$ cat src/gcs_pkg.sv
`timescale 1ns / 1ps

package gcs_pkg;

    // Width of the sample counter and the phase remainder.
    localparam int COUNT_WIDTH = 16;

    // Width used to clamp the configured period before it is narrowed.
    localparam int CLAMP_WIDTH = ((COUNT_WIDTH > 16) ? COUNT_WIDTH : 16) + 1;

    localparam int PRN_WIDTH    = 6;
    localparam int PERIOD_WIDTH = 16;
    localparam int CHIP_WIDTH   = 10;
    localparam int LFSR_WIDTH   = 10;

    localparam logic [CHIP_WIDTH-1:0]  CODE_CHIPS = 10'd1023;
    localparam logic [LFSR_WIDTH-1:0]  LFSR_ONES  = '1;
    localparam logic [COUNT_WIDTH-1:0] COUNT_MAX  = '1;

    localparam logic [PRN_WIDTH-1:0] PRN_MIN = 6'd1;
    localparam logic [PRN_WIDTH-1:0] PRN_MAX = 6'd37;

    localparam logic [PERIOD_WIDTH-1:0] PERIOD_RESET = 16'd4000;

    // Configuration register indexes.
    localparam logic REG_PRN    = 1'b0;
    localparam logic REG_PERIOD = 1'b1;

    // Stage numbers 1..10 of one G2 phase-select tap.
    typedef logic [3:0] tap_t;

    typedef struct packed {
        tap_t first;
        tap_t second;
    } tap_pair_t;

    // One emitted sample.
    typedef struct packed {
        logic                  last_in_period;
        logic [CHIP_WIDTH-1:0] chip_index;
        logic                  chip_level;
    } sample_t;

    // G2 phase-select tap pair for PRN 1..37; other codes are clamped first.
    function automatic tap_pair_t prn_taps(input logic [PRN_WIDTH-1:0] prn);
        tap_pair_t t;
        case (prn)
            6'd1:    t = '{4'd2, 4'd6};
            6'd2:    t = '{4'd3, 4'd7};
            6'd3:    t = '{4'd4, 4'd8};
            6'd4:    t = '{4'd5, 4'd9};
            6'd5:    t = '{4'd1, 4'd9};
            6'd6:    t = '{4'd2, 4'd10};
            6'd7:    t = '{4'd1, 4'd8};
            6'd8:    t = '{4'd2, 4'd9};
            6'd9:    t = '{4'd3, 4'd10};
            6'd10:   t = '{4'd2, 4'd3};
            6'd11:   t = '{4'd3, 4'd4};
            6'd12:   t = '{4'd5, 4'd6};
            6'd13:   t = '{4'd6, 4'd7};
            6'd14:   t = '{4'd7, 4'd8};
            6'd15:   t = '{4'd8, 4'd9};
            6'd16:   t = '{4'd9, 4'd10};
            6'd17:   t = '{4'd1, 4'd4};
            6'd18:   t = '{4'd2, 4'd5};
            6'd19:   t = '{4'd3, 4'd6};
            6'd20:   t = '{4'd4, 4'd7};
            6'd21:   t = '{4'd5, 4'd8};
            6'd22:   t = '{4'd6, 4'd9};
            6'd23:   t = '{4'd1, 4'd3};
            6'd24:   t = '{4'd4, 4'd6};
            6'd25:   t = '{4'd5, 4'd7};
            6'd26:   t = '{4'd6, 4'd8};
            6'd27:   t = '{4'd7, 4'd9};
            6'd28:   t = '{4'd8, 4'd10};
            6'd29:   t = '{4'd1, 4'd6};
            6'd30:   t = '{4'd2, 4'd7};
            6'd31:   t = '{4'd3, 4'd8};
            6'd32:   t = '{4'd4, 4'd9};
            6'd33:   t = '{4'd5, 4'd10};
            6'd34:   t = '{4'd4, 4'd10};
            6'd35:   t = '{4'd1, 4'd7};
            6'd36:   t = '{4'd2, 4'd8};
            6'd37:   t = '{4'd4, 4'd10};
            default: t = '{4'd2, 4'd6};
        endcase
        return t;
    endfunction

    // Pick stage n (1..10) of a 10-bit shift register.
    function automatic logic lfsr_stage(input logic [LFSR_WIDTH-1:0] r, input tap_t n);
        logic [3:0] idx;
        idx = n - 4'd1;
        return (idx < 4'(LFSR_WIDTH)) ? r[idx] : 1'b0;
    endfunction

endpackage

$ cat src/gcs_core.sv
`timescale 1ns / 1ps

module gcs_core (
    input  logic                          clk,
    input  logic                          rst_n,
    input  logic                          step,
    input  logic                          restart,
    input  logic [gcs_pkg::PRN_WIDTH-1:0]    satellite_prn,
    input  logic [gcs_pkg::PERIOD_WIDTH-1:0] period_len,
    output gcs_pkg::sample_t              sample
);
    import gcs_pkg::*;

    logic [LFSR_WIDTH-1:0]  g1_reg, g1_next;
    logic [LFSR_WIDTH-1:0]  g2_reg, g2_next;
    logic [CHIP_WIDTH-1:0]  chip_reg, chip_next;
    logic [COUNT_WIDTH-1:0] count_reg, count_next;
    logic [COUNT_WIDTH-1:0] rem_reg, rem_next;

    logic [LFSR_WIDTH-1:0]  g1_cur, g2_cur;
    logic [CHIP_WIDTH-1:0]  chip_cur;
    logic [COUNT_WIDTH-1:0] count_cur, rem_cur;
    logic [PRN_WIDTH-1:0]   prn_eff;
    tap_pair_t              taps;
    logic [CLAMP_WIDTH-1:0] period_wide;
    logic [COUNT_WIDTH-1:0] period;
    logic [COUNT_WIDTH:0]   phase_sum;
    logic [CHIP_WIDTH-1:0]  chip_inc;
    logic                   last;
    logic                   advance;
    logic                   fb1, fb2;

    // Clamp the configuration to the supported ranges.
    always_comb
    begin
        if (satellite_prn < PRN_MIN)
            prn_eff = PRN_MIN;
        else if (satellite_prn > PRN_MAX)
            prn_eff = PRN_MAX;
        else
            prn_eff = satellite_prn;
        taps = prn_taps(prn_eff);

        period_wide = CLAMP_WIDTH'(period_len);
        if (period_wide < CLAMP_WIDTH'(CODE_CHIPS))
            period_wide = CLAMP_WIDTH'(CODE_CHIPS);
        else if (period_wide > CLAMP_WIDTH'(COUNT_MAX))
            period_wide = CLAMP_WIDTH'(COUNT_MAX);
        period = period_wide[COUNT_WIDTH-1:0];
    end

    // A restart word sees the state of a fresh period.
    always_comb
    begin
        g1_cur    = restart ? LFSR_ONES : g1_reg;
        g2_cur    = restart ? LFSR_ONES : g2_reg;
        chip_cur  = restart ? '0 : chip_reg;
        count_cur = restart ? '0 : count_reg;
        rem_cur   = restart ? '0 : rem_reg;
    end

    // Output chip and end-of-period flag.
    always_comb
    begin
        last = (count_cur >= period - COUNT_WIDTH'(1));
        sample.chip_level = g1_cur[LFSR_WIDTH-1]
                          ^ lfsr_stage(g2_cur, taps.first)
                          ^ lfsr_stage(g2_cur, taps.second);
        sample.chip_index = chip_cur;
        sample.last_in_period = last;
    end

    // Rational phase accumulator and LFSR update.
    always_comb
    begin
        phase_sum = {1'b0, rem_cur} + (COUNT_WIDTH+1)'(CODE_CHIPS);
        advance   = (phase_sum >= {1'b0, period});
        fb1 = g1_cur[2] ^ g1_cur[9];
        fb2 = g2_cur[1] ^ g2_cur[2] ^ g2_cur[5] ^ g2_cur[7] ^ g2_cur[8] ^ g2_cur[9];
        chip_inc = chip_cur + CHIP_WIDTH'(1);

        g1_next    = g1_cur;
        g2_next    = g2_cur;
        chip_next  = chip_cur;
        count_next = count_cur + COUNT_WIDTH'(1);
        rem_next   = phase_sum[COUNT_WIDTH-1:0];

        if (last)
        begin
            g1_next    = LFSR_ONES;
            g2_next    = LFSR_ONES;
            chip_next  = '0;
            count_next = '0;
            rem_next   = '0;
        end
        else if (advance)
        begin
            rem_next = COUNT_WIDTH'(phase_sum - {1'b0, period});
            if (chip_inc >= CODE_CHIPS)
            begin
                chip_next = '0;
                g1_next   = LFSR_ONES;
                g2_next   = LFSR_ONES;
            end
            else
            begin
                chip_next = chip_inc;
                g1_next   = {g1_cur[LFSR_WIDTH-2:0], fb1};
                g2_next   = {g2_cur[LFSR_WIDTH-2:0], fb2};
            end
        end
    end

    // Code state, updated once per accepted word.
    always_ff @(posedge clk or negedge rst_n)
    begin
        if (!rst_n)
        begin
            g1_reg    <= LFSR_ONES;
            g2_reg    <= LFSR_ONES;
            chip_reg  <= '0;
            count_reg <= '0;
            rem_reg   <= '0;
        end
        else if (step)
        begin
            g1_reg    <= g1_next;
            g2_reg    <= g2_next;
            chip_reg  <= chip_next;
            count_reg <= count_next;
            rem_reg   <= rem_next;
        end
    end

    // The chip counter never reaches the code length.
    a_chip_range: assert property (@(posedge clk) disable iff (!rst_n)
        chip_reg < CODE_CHIPS)
        else $error("chip counter out of range");

    // The word after the period end starts a fresh period.
    a_period_wrap: assert property (@(posedge clk) disable iff (!rst_n)
        step && last |=> count_reg == '0 && chip_reg == '0 && rem_reg == '0)
        else $error("period did not wrap");

    // Inside a period the sample counter counts every word.
    a_count_step: assert property (@(posedge clk) disable iff (!rst_n)
        step && !last |=> count_reg == $past(count_cur) + COUNT_WIDTH'(1))
        else $error("sample counter skipped");

    // A restart word always reports chip zero.
    a_restart_chip: assert property (@(posedge clk) disable iff (!rst_n)
        step && restart |-> sample.chip_index == '0)
        else $error("restart did not start at chip zero");

endmodule

$ cat src/gps_ca_code_sampler.sv
`timescale 1ns / 1ps

// GPS L1 C/A code sampler. Every word accepted on the slave stream produces
// one sample of the 1023-chip Gold code of the configured PRN, resampled so
// that one code period spans the configured number of words (values below
// 1023 run as 1023). One word is taken per clock while the master side keeps
// tready high: the code state updates once per accepted word and the result
// sits in one output register, so throughput is one sample per cycle. Bit 0
// of the input word restarts the period at chip 0 before that sample is
// produced. Register 0 is the PRN (1 to 37, others clamped), register 1 the
// period length; writes apply from the next word on.
module gps_ca_code_sampler (
    input  logic        clk,
    input  logic        rst_n,
    // Configuration write port.
    input  logic        cfg_wen,
    input  logic        cfg_index,
    input  logic [15:0] cfg_wdata,
    // Slave stream.
    input  logic        s_tvalid,
    output logic        s_tready,
    input  logic [7:0]  s_tdata,   // [0] restart, [7:1] zero
    // Master stream.
    output logic        m_tvalid,
    input  logic        m_tready,
    output logic [15:0] m_tdata,   // [0] chip_level, [10:1] chip_index, [15:11] zero
    output logic        m_tlast    // last_in_period
);
    import gcs_pkg::*;

    logic [PRN_WIDTH-1:0]    prn_reg;
    logic [PERIOD_WIDTH-1:0] period_reg;
    logic                    out_valid_reg;
    sample_t                 out_reg;
    sample_t                 sample;
    logic                    step;

    // Configuration registers.
    always_ff @(posedge clk or negedge rst_n)
    begin
        if (!rst_n)
        begin
            prn_reg    <= PRN_MIN;
            period_reg <= PERIOD_RESET;
        end
        else if (cfg_wen)
        begin
            case (cfg_index)
                REG_PRN:    prn_reg    <= cfg_wdata[PRN_WIDTH-1:0];
                REG_PERIOD: period_reg <= cfg_wdata[PERIOD_WIDTH-1:0];
                default:    ;
            endcase
        end
    end

    // A new word is taken whenever the output register is empty or draining.
    assign s_tready = !out_valid_reg || m_tready;
    assign step     = s_tvalid && s_tready;

    gcs_core u_core (
        .clk           (clk),
        .rst_n         (rst_n),
        .step          (step),
        .restart       (s_tdata[0]),
        .satellite_prn (prn_reg),
        .period_len    (period_reg),
        .sample        (sample)
    );

    // Output register.
    always_ff @(posedge clk or negedge rst_n)
    begin
        if (!rst_n)
            out_valid_reg <= 1'b0;
        else if (s_tready)
            out_valid_reg <= s_tvalid;
    end

    always_ff @(posedge clk)
    begin
        if (step)
            out_reg <= sample;
    end

    assign m_tvalid = out_valid_reg;
    assign m_tdata  = {5'd0, out_reg.chip_index, out_reg.chip_level};
    assign m_tlast  = out_reg.last_in_period;

endmodule

$ cat config.mk
export PLATFORM = sky130hd
export DESIGN_NAME = gps_ca_code_sampler
export DESIGN_NICKNAME = d
export VERILOG_FILES = /design/src/gcs_pkg.sv /design/src/gcs_core.sv /design/src/gps_ca_code_sampler.sv
export SDC_FILE = /design/constraint.sdc
export NUM_CORES = 1
export LEC_CHECK = 0
export CORE_MARGIN = 2
export CORE_UTILIZATION = 25
export CTS_CLUSTER_SIZE = 28
export DETAILED_ROUTE_END_ITERATION = 8
export DONT_BUFFER_PORTS = 1
export PLACE_DENSITY = 0.4
export SKIP_LAST_GASP = 1
export SLEW_MARGIN = 5
export SYNTH_ARGS = -nofsm -noshare
export SYNTH_HDL_FRONTEND = slang
export SYNTH_SLANG_ARGS = --single-unit
$ cat constraint.sdc
create_clock -name clk -period 4.6 [get_ports clk]
set_input_delay 0.46 -clock clk [delete_from_list [all_inputs] [get_ports clk]]
set_output_delay 0.46 -clock clk [all_outputs]
set_load 0.02 [all_outputs]
* Word level (Yosys, flattened, before mapping)
Memory sizes are Yosys's and may differ from the RTL's.
Cells that the tools add are included.
** Operators by class
- $add $sub $neg :: 7
- Magnitude comparators :: 10
- Muxes and demuxes :: 26
- Bitwise logic cells :: 9
- Reduce and logical (&&, ||, !) cells :: 5
** Operator list (count)
- 2-to-1 mux 10 bit :: 12
- 2-to-1 mux 16 bit :: 6
- adder 16 x 10 -> 17 bit (second input constant) :: 1
- >= comparator 17 x 16 -> 1 bit :: 1
- adder 16 x 1 -> 16 bit (second input constant) :: 1
- >= comparator 16 bit :: 1
- less-than comparator 16 x 10 -> 1 bit (second input constant) :: 1
- subtractor 16 x 1 -> 16 bit (second input constant) :: 1
- subtractor 16 bit :: 1
- 2-to-1 mux 6 bit :: 2
- adder 10 x 1 -> 10 bit (second input constant) :: 1
- >= comparator 10 bit (second input constant) :: 1
- less-than comparator 4 x 5 -> 1 bit (second input constant) :: 2
- binary-select mux 1 bit (select 4 bit) :: 2
- less-than comparator 4 bit (second input constant) :: 2
- subtractor 4 x 1 -> 4 bit (second input constant) :: 2
- bitwise XOR 1 bit :: 8
- greater-than comparator 6 bit (second input constant) :: 1
- less-than comparator 6 x 1 -> 1 bit (second input constant) :: 1
- 2-to-1 mux 1 bit :: 4
- AND reduction 2 bit :: 2
- logical AND 1 bit :: 1
- zero test 1 bit :: 1
- logical OR 1 bit :: 1
- NOT 1 bit :: 1
** Word-level totals
- Register bits :: 97
- Bits in read-only memories :: 512
- Input port bits :: 30
- Output and inout port bits :: 19
- Logic and storage cells :: 69
- Memories kept :: 1
** Memories
- (no name shown) :: depth 64, width 8, rd ports 1, clocked after memory_dff 0, write ports 0, line gcs_pkg.sv:47 : case (prn)

* Logic depth before layout (Yosys ltp)
An unclocked memory read counts as a cell.
- Word-level depth :: 10
- Mapped depth :: 23
- Mapped depth without buffers :: 19

* By module
Synthesis repeated with hierarchy kept, for this count alone.
** Unflattened totals
- Cells, all modules :: 835
- Area total of the unflattened synthesis :: 7563.5 um^2
** By module, submodules not included
- gcs_core :: times used 1, cells each 765, area an instance 6222.2 um^2, sequential area each 1576.5 um^2
- gps_ca_code_sampler :: times used 1, cells each 70, area an instance 1341.3 um^2, sequential area each 944.7 um^2

* Worst setup path before layout
OpenSTA, ideal clock, no wires.
- Kind :: reg2reg
- Start :: register prn_reg[1]
- End :: register out_reg, in the netlist m_tdata[0], data pin
- Library setup time :: 0.265 ns
- Arrival :: 4.714 ns
- Required time :: 4.335 ns
- Setup slack :: -0.380 ns
- Stages on the path, launching flop included :: 18
- Buffers on the path :: 1
- Period minus slack after synthesis :: 4.980 ns
- Cells stage by stage :: dfrtp_1 -> clkbuf_1 -> a211o_1 -> a221oi_1 -> inv_1 -> ha_1 -> or3b_2 -> o2111ai_1 -> a31oi_1 -> ha_1 -> and4_1 -> a2111oi_0 -> o211ai_1 -> mux2_2 -> mux4_2 -> a31oi_1 -> o21ai_0 -> xnor2_1
** RTL lines
- from (decl) :: line gps_ca_code_sampler.sv:31 : logic [PRN_WIDTH-1:0] prn_reg;
- from (signal assigned) :: line gps_ca_code_sampler.sv:49 : REG_PRN: prn_reg <= cfg_wdata[PRN_WIDTH-1:0];
- to (signal assigned) :: line gps_ca_code_sampler.sv:82 : out_reg <= sample;
- to (decl) :: line gps_ca_code_sampler.sv:34 : sample_t out_reg;

==> flow_metrics.env <==
export IMPL_vias_per_cell=4.99
export IMPL_first_iter_violations=411
export IMPL_setup_viol=0
export IMPL_grt_pass1_wl_um=35300
export IMPL_p_sw_mw=1.56
export IMPL_crit_type="flop to flop"
export IMPL_first_pass_iters=5
export IMPL_rr_worst_depth=16
export IMPL_crit_start="prn_reg[2]"
export IMPL_fillers=3210
export IMPL_ys_seq_area_frac=0.331
export IMPL_setup_tns_ns=0
export IMPL_cts_tree="done"
export IMPL_clockBufferDepth=2
export IMPL_async_reset_ff_frac=0.876
export IMPL_synth_distinct_cells=83
export IMPL_skew_ns=0.0101
export IMPL_cp_end_kind="flop"
export IMPL_finalPower_mw=3.73
export IMPL_globalRouteTotalUtil=0.142
export IMPL_nets=984
export IMPL_htree_levels=3
export IMPL_arrival_ns=4.52
export IMPL_fin_crit_ns=4.40
export IMPL_crit_required_ns=4.72
export IMPL_clockRootBuffer="clkbuf_16"
export IMPL_holdWs_ns=0.000348
export IMPL_yosysTopAreaCellShare=0.190
export IMPL_p_leak_nw=3.64
export IMPL_syn_avg_cell_area_um2=8.73
export IMPL_cts_buffers=9
export IMPL_syn2layout_area_growth_pct=18.4
export IMPL_grt_max_degree=86
export IMPL_drc=0
export IMPL_netlist_instances=873
export IMPL_startpoint_type="flop"
export IMPL_rrSetupSlack_ns=0.20
export IMPL_die_height_um=179
export IMPL_synth_edf_count=12
export IMPL_start_util=0.256
export IMPL_synth_area_um2=7620
export IMPL_insertion_delay_ns=0.37
export IMPL_synthesis_yosys_warnings=0
export IMPL_core_rowCount=63
export IMPL_synth_area_leaders="dfrtp_1 (19%), dfstp_2 (9.3%), ha_1 (6.6%)"
export IMPL_place_congestion=0.799
export IMPL_timing_max_slew_rel_slack=0.383
export IMPL_max_vdd_ir_drop_uv=185
export IMPL_die_area_um2=31900
export IMPL_die_w_um=179
export IMPL_portBuffers=0
export IMPL_n_antenna_cell=0
export IMPL_clock_sinks=97
export IMPL_seqPwrFrac=0.308
export IMPL_fin_crit_sh=0.957
export IMPL_gr_total_overflow=0
export IMPL_power_density_nw_per_um2=413
export IMPL_finalHoldViolCount=0
export IMPL_grt_pass1_vias=6265
export IMPL_num_vias=6529
export IMPL_dp_hpwl_um=16000
export IMPL_synth_top_area_cell="dfrtp_1"
export IMPL_ant_nets=0
export IMPL_ys_ff_latch=97
export IMPL_cap_violations=0
export IMPL_path_clk_slew_ns=0.08
export IMPL_hp_class="input port to asynchronous set/reset pin"
export IMPL_drive_above_1_share=0.216
export IMPL_ys_flop_type="dfrtp_1"
export IMPL_internal_power_mw=2.18
export IMPL_avgRoutedWirePerCell_um=16.9
export IMPL_path_max_fanout=5
export IMPL_worstMarginPinSlew_ns=0.923
export IMPL_combPwrFrac=0.481
export IMPL_power_frac_clock=0.211
export IMPL_maxSlewViolCount=0
export IMPL_status="complete, no violations"
export IMPL_r2r_end="m_tdata[0]"
export IMPL_antenna_found_initial=0
export IMPL_timing_rr_start="prn_reg[2]"
export IMPL_core_area_um2=29800
export IMPL_timing_fmax_ghz=0.227
export IMPL_endpoint="m_tdata[0]"
export IMPL_place_inst=1283
export IMPL_instances_no_fill=1308
export IMPL_routed_wl_um=22100
export IMPL_p_sw_frac=0.417
export IMPL_ios=49
cell usage after synthesis (4+ instances only):
master,number
nand2_1,81
o21ai_0,73
nor2_1,65
dfrtp_1,58
ha_1,40
inv_1,40
xnor2_1,34
a21oi_1,33
clkbuf_1,31
mux2_2,28
dfstp_2,27
nor2b_1,25
nand3_1,22
o22a_1,21
nand2b_1,17
nor3_1,17
nand4_1,16
a31oi_1,14
xor2_1,14
and3_1,13
a21o_1,12
edfxtp_1,12
mux2i_1,11
nor4_1,10
or3_1,10
buf_4,9
o31ai_1,9
a311oi_1,8
a22o_1,6
o211ai_1,6
o22ai_1,6
a211oi_1,5
a221oi_1,5
and2_1,5
buf_2,5
o31a_1,5
a211o_1,4
a32oi_1,4
buf_1,4
nand3b_1,4
cell usage in the layout (no fill, tap or decap), drive strengths merged, types with 13 or more instances in the layout:
| cell type | count |
|---|---|
| xnor2 | 34 |
| nor2 | 67 |
| a31oi | 15 |
| xor2 | 14 |
| nand3 | 23 |
| ha | 40 |
| nand2 | 82 |
| a21oi | 35 |
| dfrtp | 58 |
| nand4 | 16 |
| mux2 | 28 |
| o22a | 21 |
| dfstp | 27 |
| nor3 | 17 |
| nand2b | 17 |
| o21ai | 74 |
| inv | 45 |
| and3 | 13 |
| nor2b | 25 |
| nor4 | 13 |
| buf | 75 |
stage by stage:
stage               area (um^2)  setup WS (ns)   util
floorplan                  7660        -0.0905      -
global placement           8440        -0.0431  0.283
detailed placement         8440        -0.0836  0.283
CTS                        8780         0.0316  0.295
global route               9030        -0.0386  0.303
finish                     9030          0.196  0.303
layout make-up:
type,instances,area (um^2),area share
Sequential cell,97,2520,0.279
Timing Repair Buffer,75,624,0.0691
Clock buffer,9,225,0.0249
Tap cell,390,488,0.0540
Multi-Input combinational cell,687,4940,0.547
Clock inverter,7,72.6,0.00804
Inverter,43,161,0.0179
worst min path at each step:
stage,slack [ns],start,endpoint,cells past startpoint
5_1_grt,0.04,rst_n,period_reg[4],1
3_5_place_dp,0.17,rst_n,period_reg[12],0
3_3_place_gp,0.17,rst_n,period_reg[12],0
4_1_cts,0.02,rst_n,period_reg[15],1
2_1_floorplan,0.16,rst_n,m_tvalid,0
6_report,0.0003,rst_n,period_reg[4],1
routing by layer:
layer  vias to the layer above  track usage  wire (um)  part of all wire
met5                         -            0          0                 0
met4                         0       0.0301        208            0.0094
met3                        13       0.0251        678             0.031
met2                       115        0.215       9770              0.44
met1                      3118        0.210      11400              0.52
li1                       3283            -          -                 -
power by group through the flow:
stage / Clock [mW] / Combinational (mW) / Sequential, mW
after floorplan: 0 / 1.20 / 1.12
after global placement: 0 / 1.66 / 1.17
after detailed placement: 0 / 1.65 / 1.16
after CTS: 0.824 / 1.69 / 1.15
after global routing: 0.852 / 2.00 / 1.17
final: 0.788 / 1.80 / 1.15
logic make-up (layout without fill, tap and decap cells):
group | count (synthesis) | after routing | share of synthesized area
xor+xnor | 48 | 48 | 0.0551
compound gates | 243 | 243 | 0.220
buf+inv | 94 | 134 | 0.0540
other cells | 1 | 5 | 0.000492
mux | 41 | 41 | 0.0617
fa+ha+maj | 42 | 42 | 0.0696
flops | 97 | 97 | 0.331
simple gates | 307 | 308 | 0.208
worst max-delay path: stages, from the launching register on:
cell and delay (ns):
dfrtp_1 0.41, a211o_1 0.34, a221oi_4 0.32, inv_1 0.09, ha_1 0.22, or3b_4 0.38, o2111ai_4 0.12, a31oi_4 0.13
ha_4 0.21, and4_4 0.18, a2111oi_4 0.27, o211ai_1 0.26, mux2_2 0.33, mux4_2 0.49, a31oi_1 0.17, o21ai_1 0.10
xnor2_1 0.13
what timing repair did:
| item | CTS | global route |
|---|---|---|
| pin swaps | 1 | 10 |
| buffers inserted | 1 | 6 |
| resized for setup | 2 | 39 |
| hold endpoints to repair | 85 | 0 |
| cloned | 0 | 1 |
| hold buffers | 1 | 0 |
| endpoints found under the setup margin | 1 | 60 |
Power figures use the tool's default switching activity.
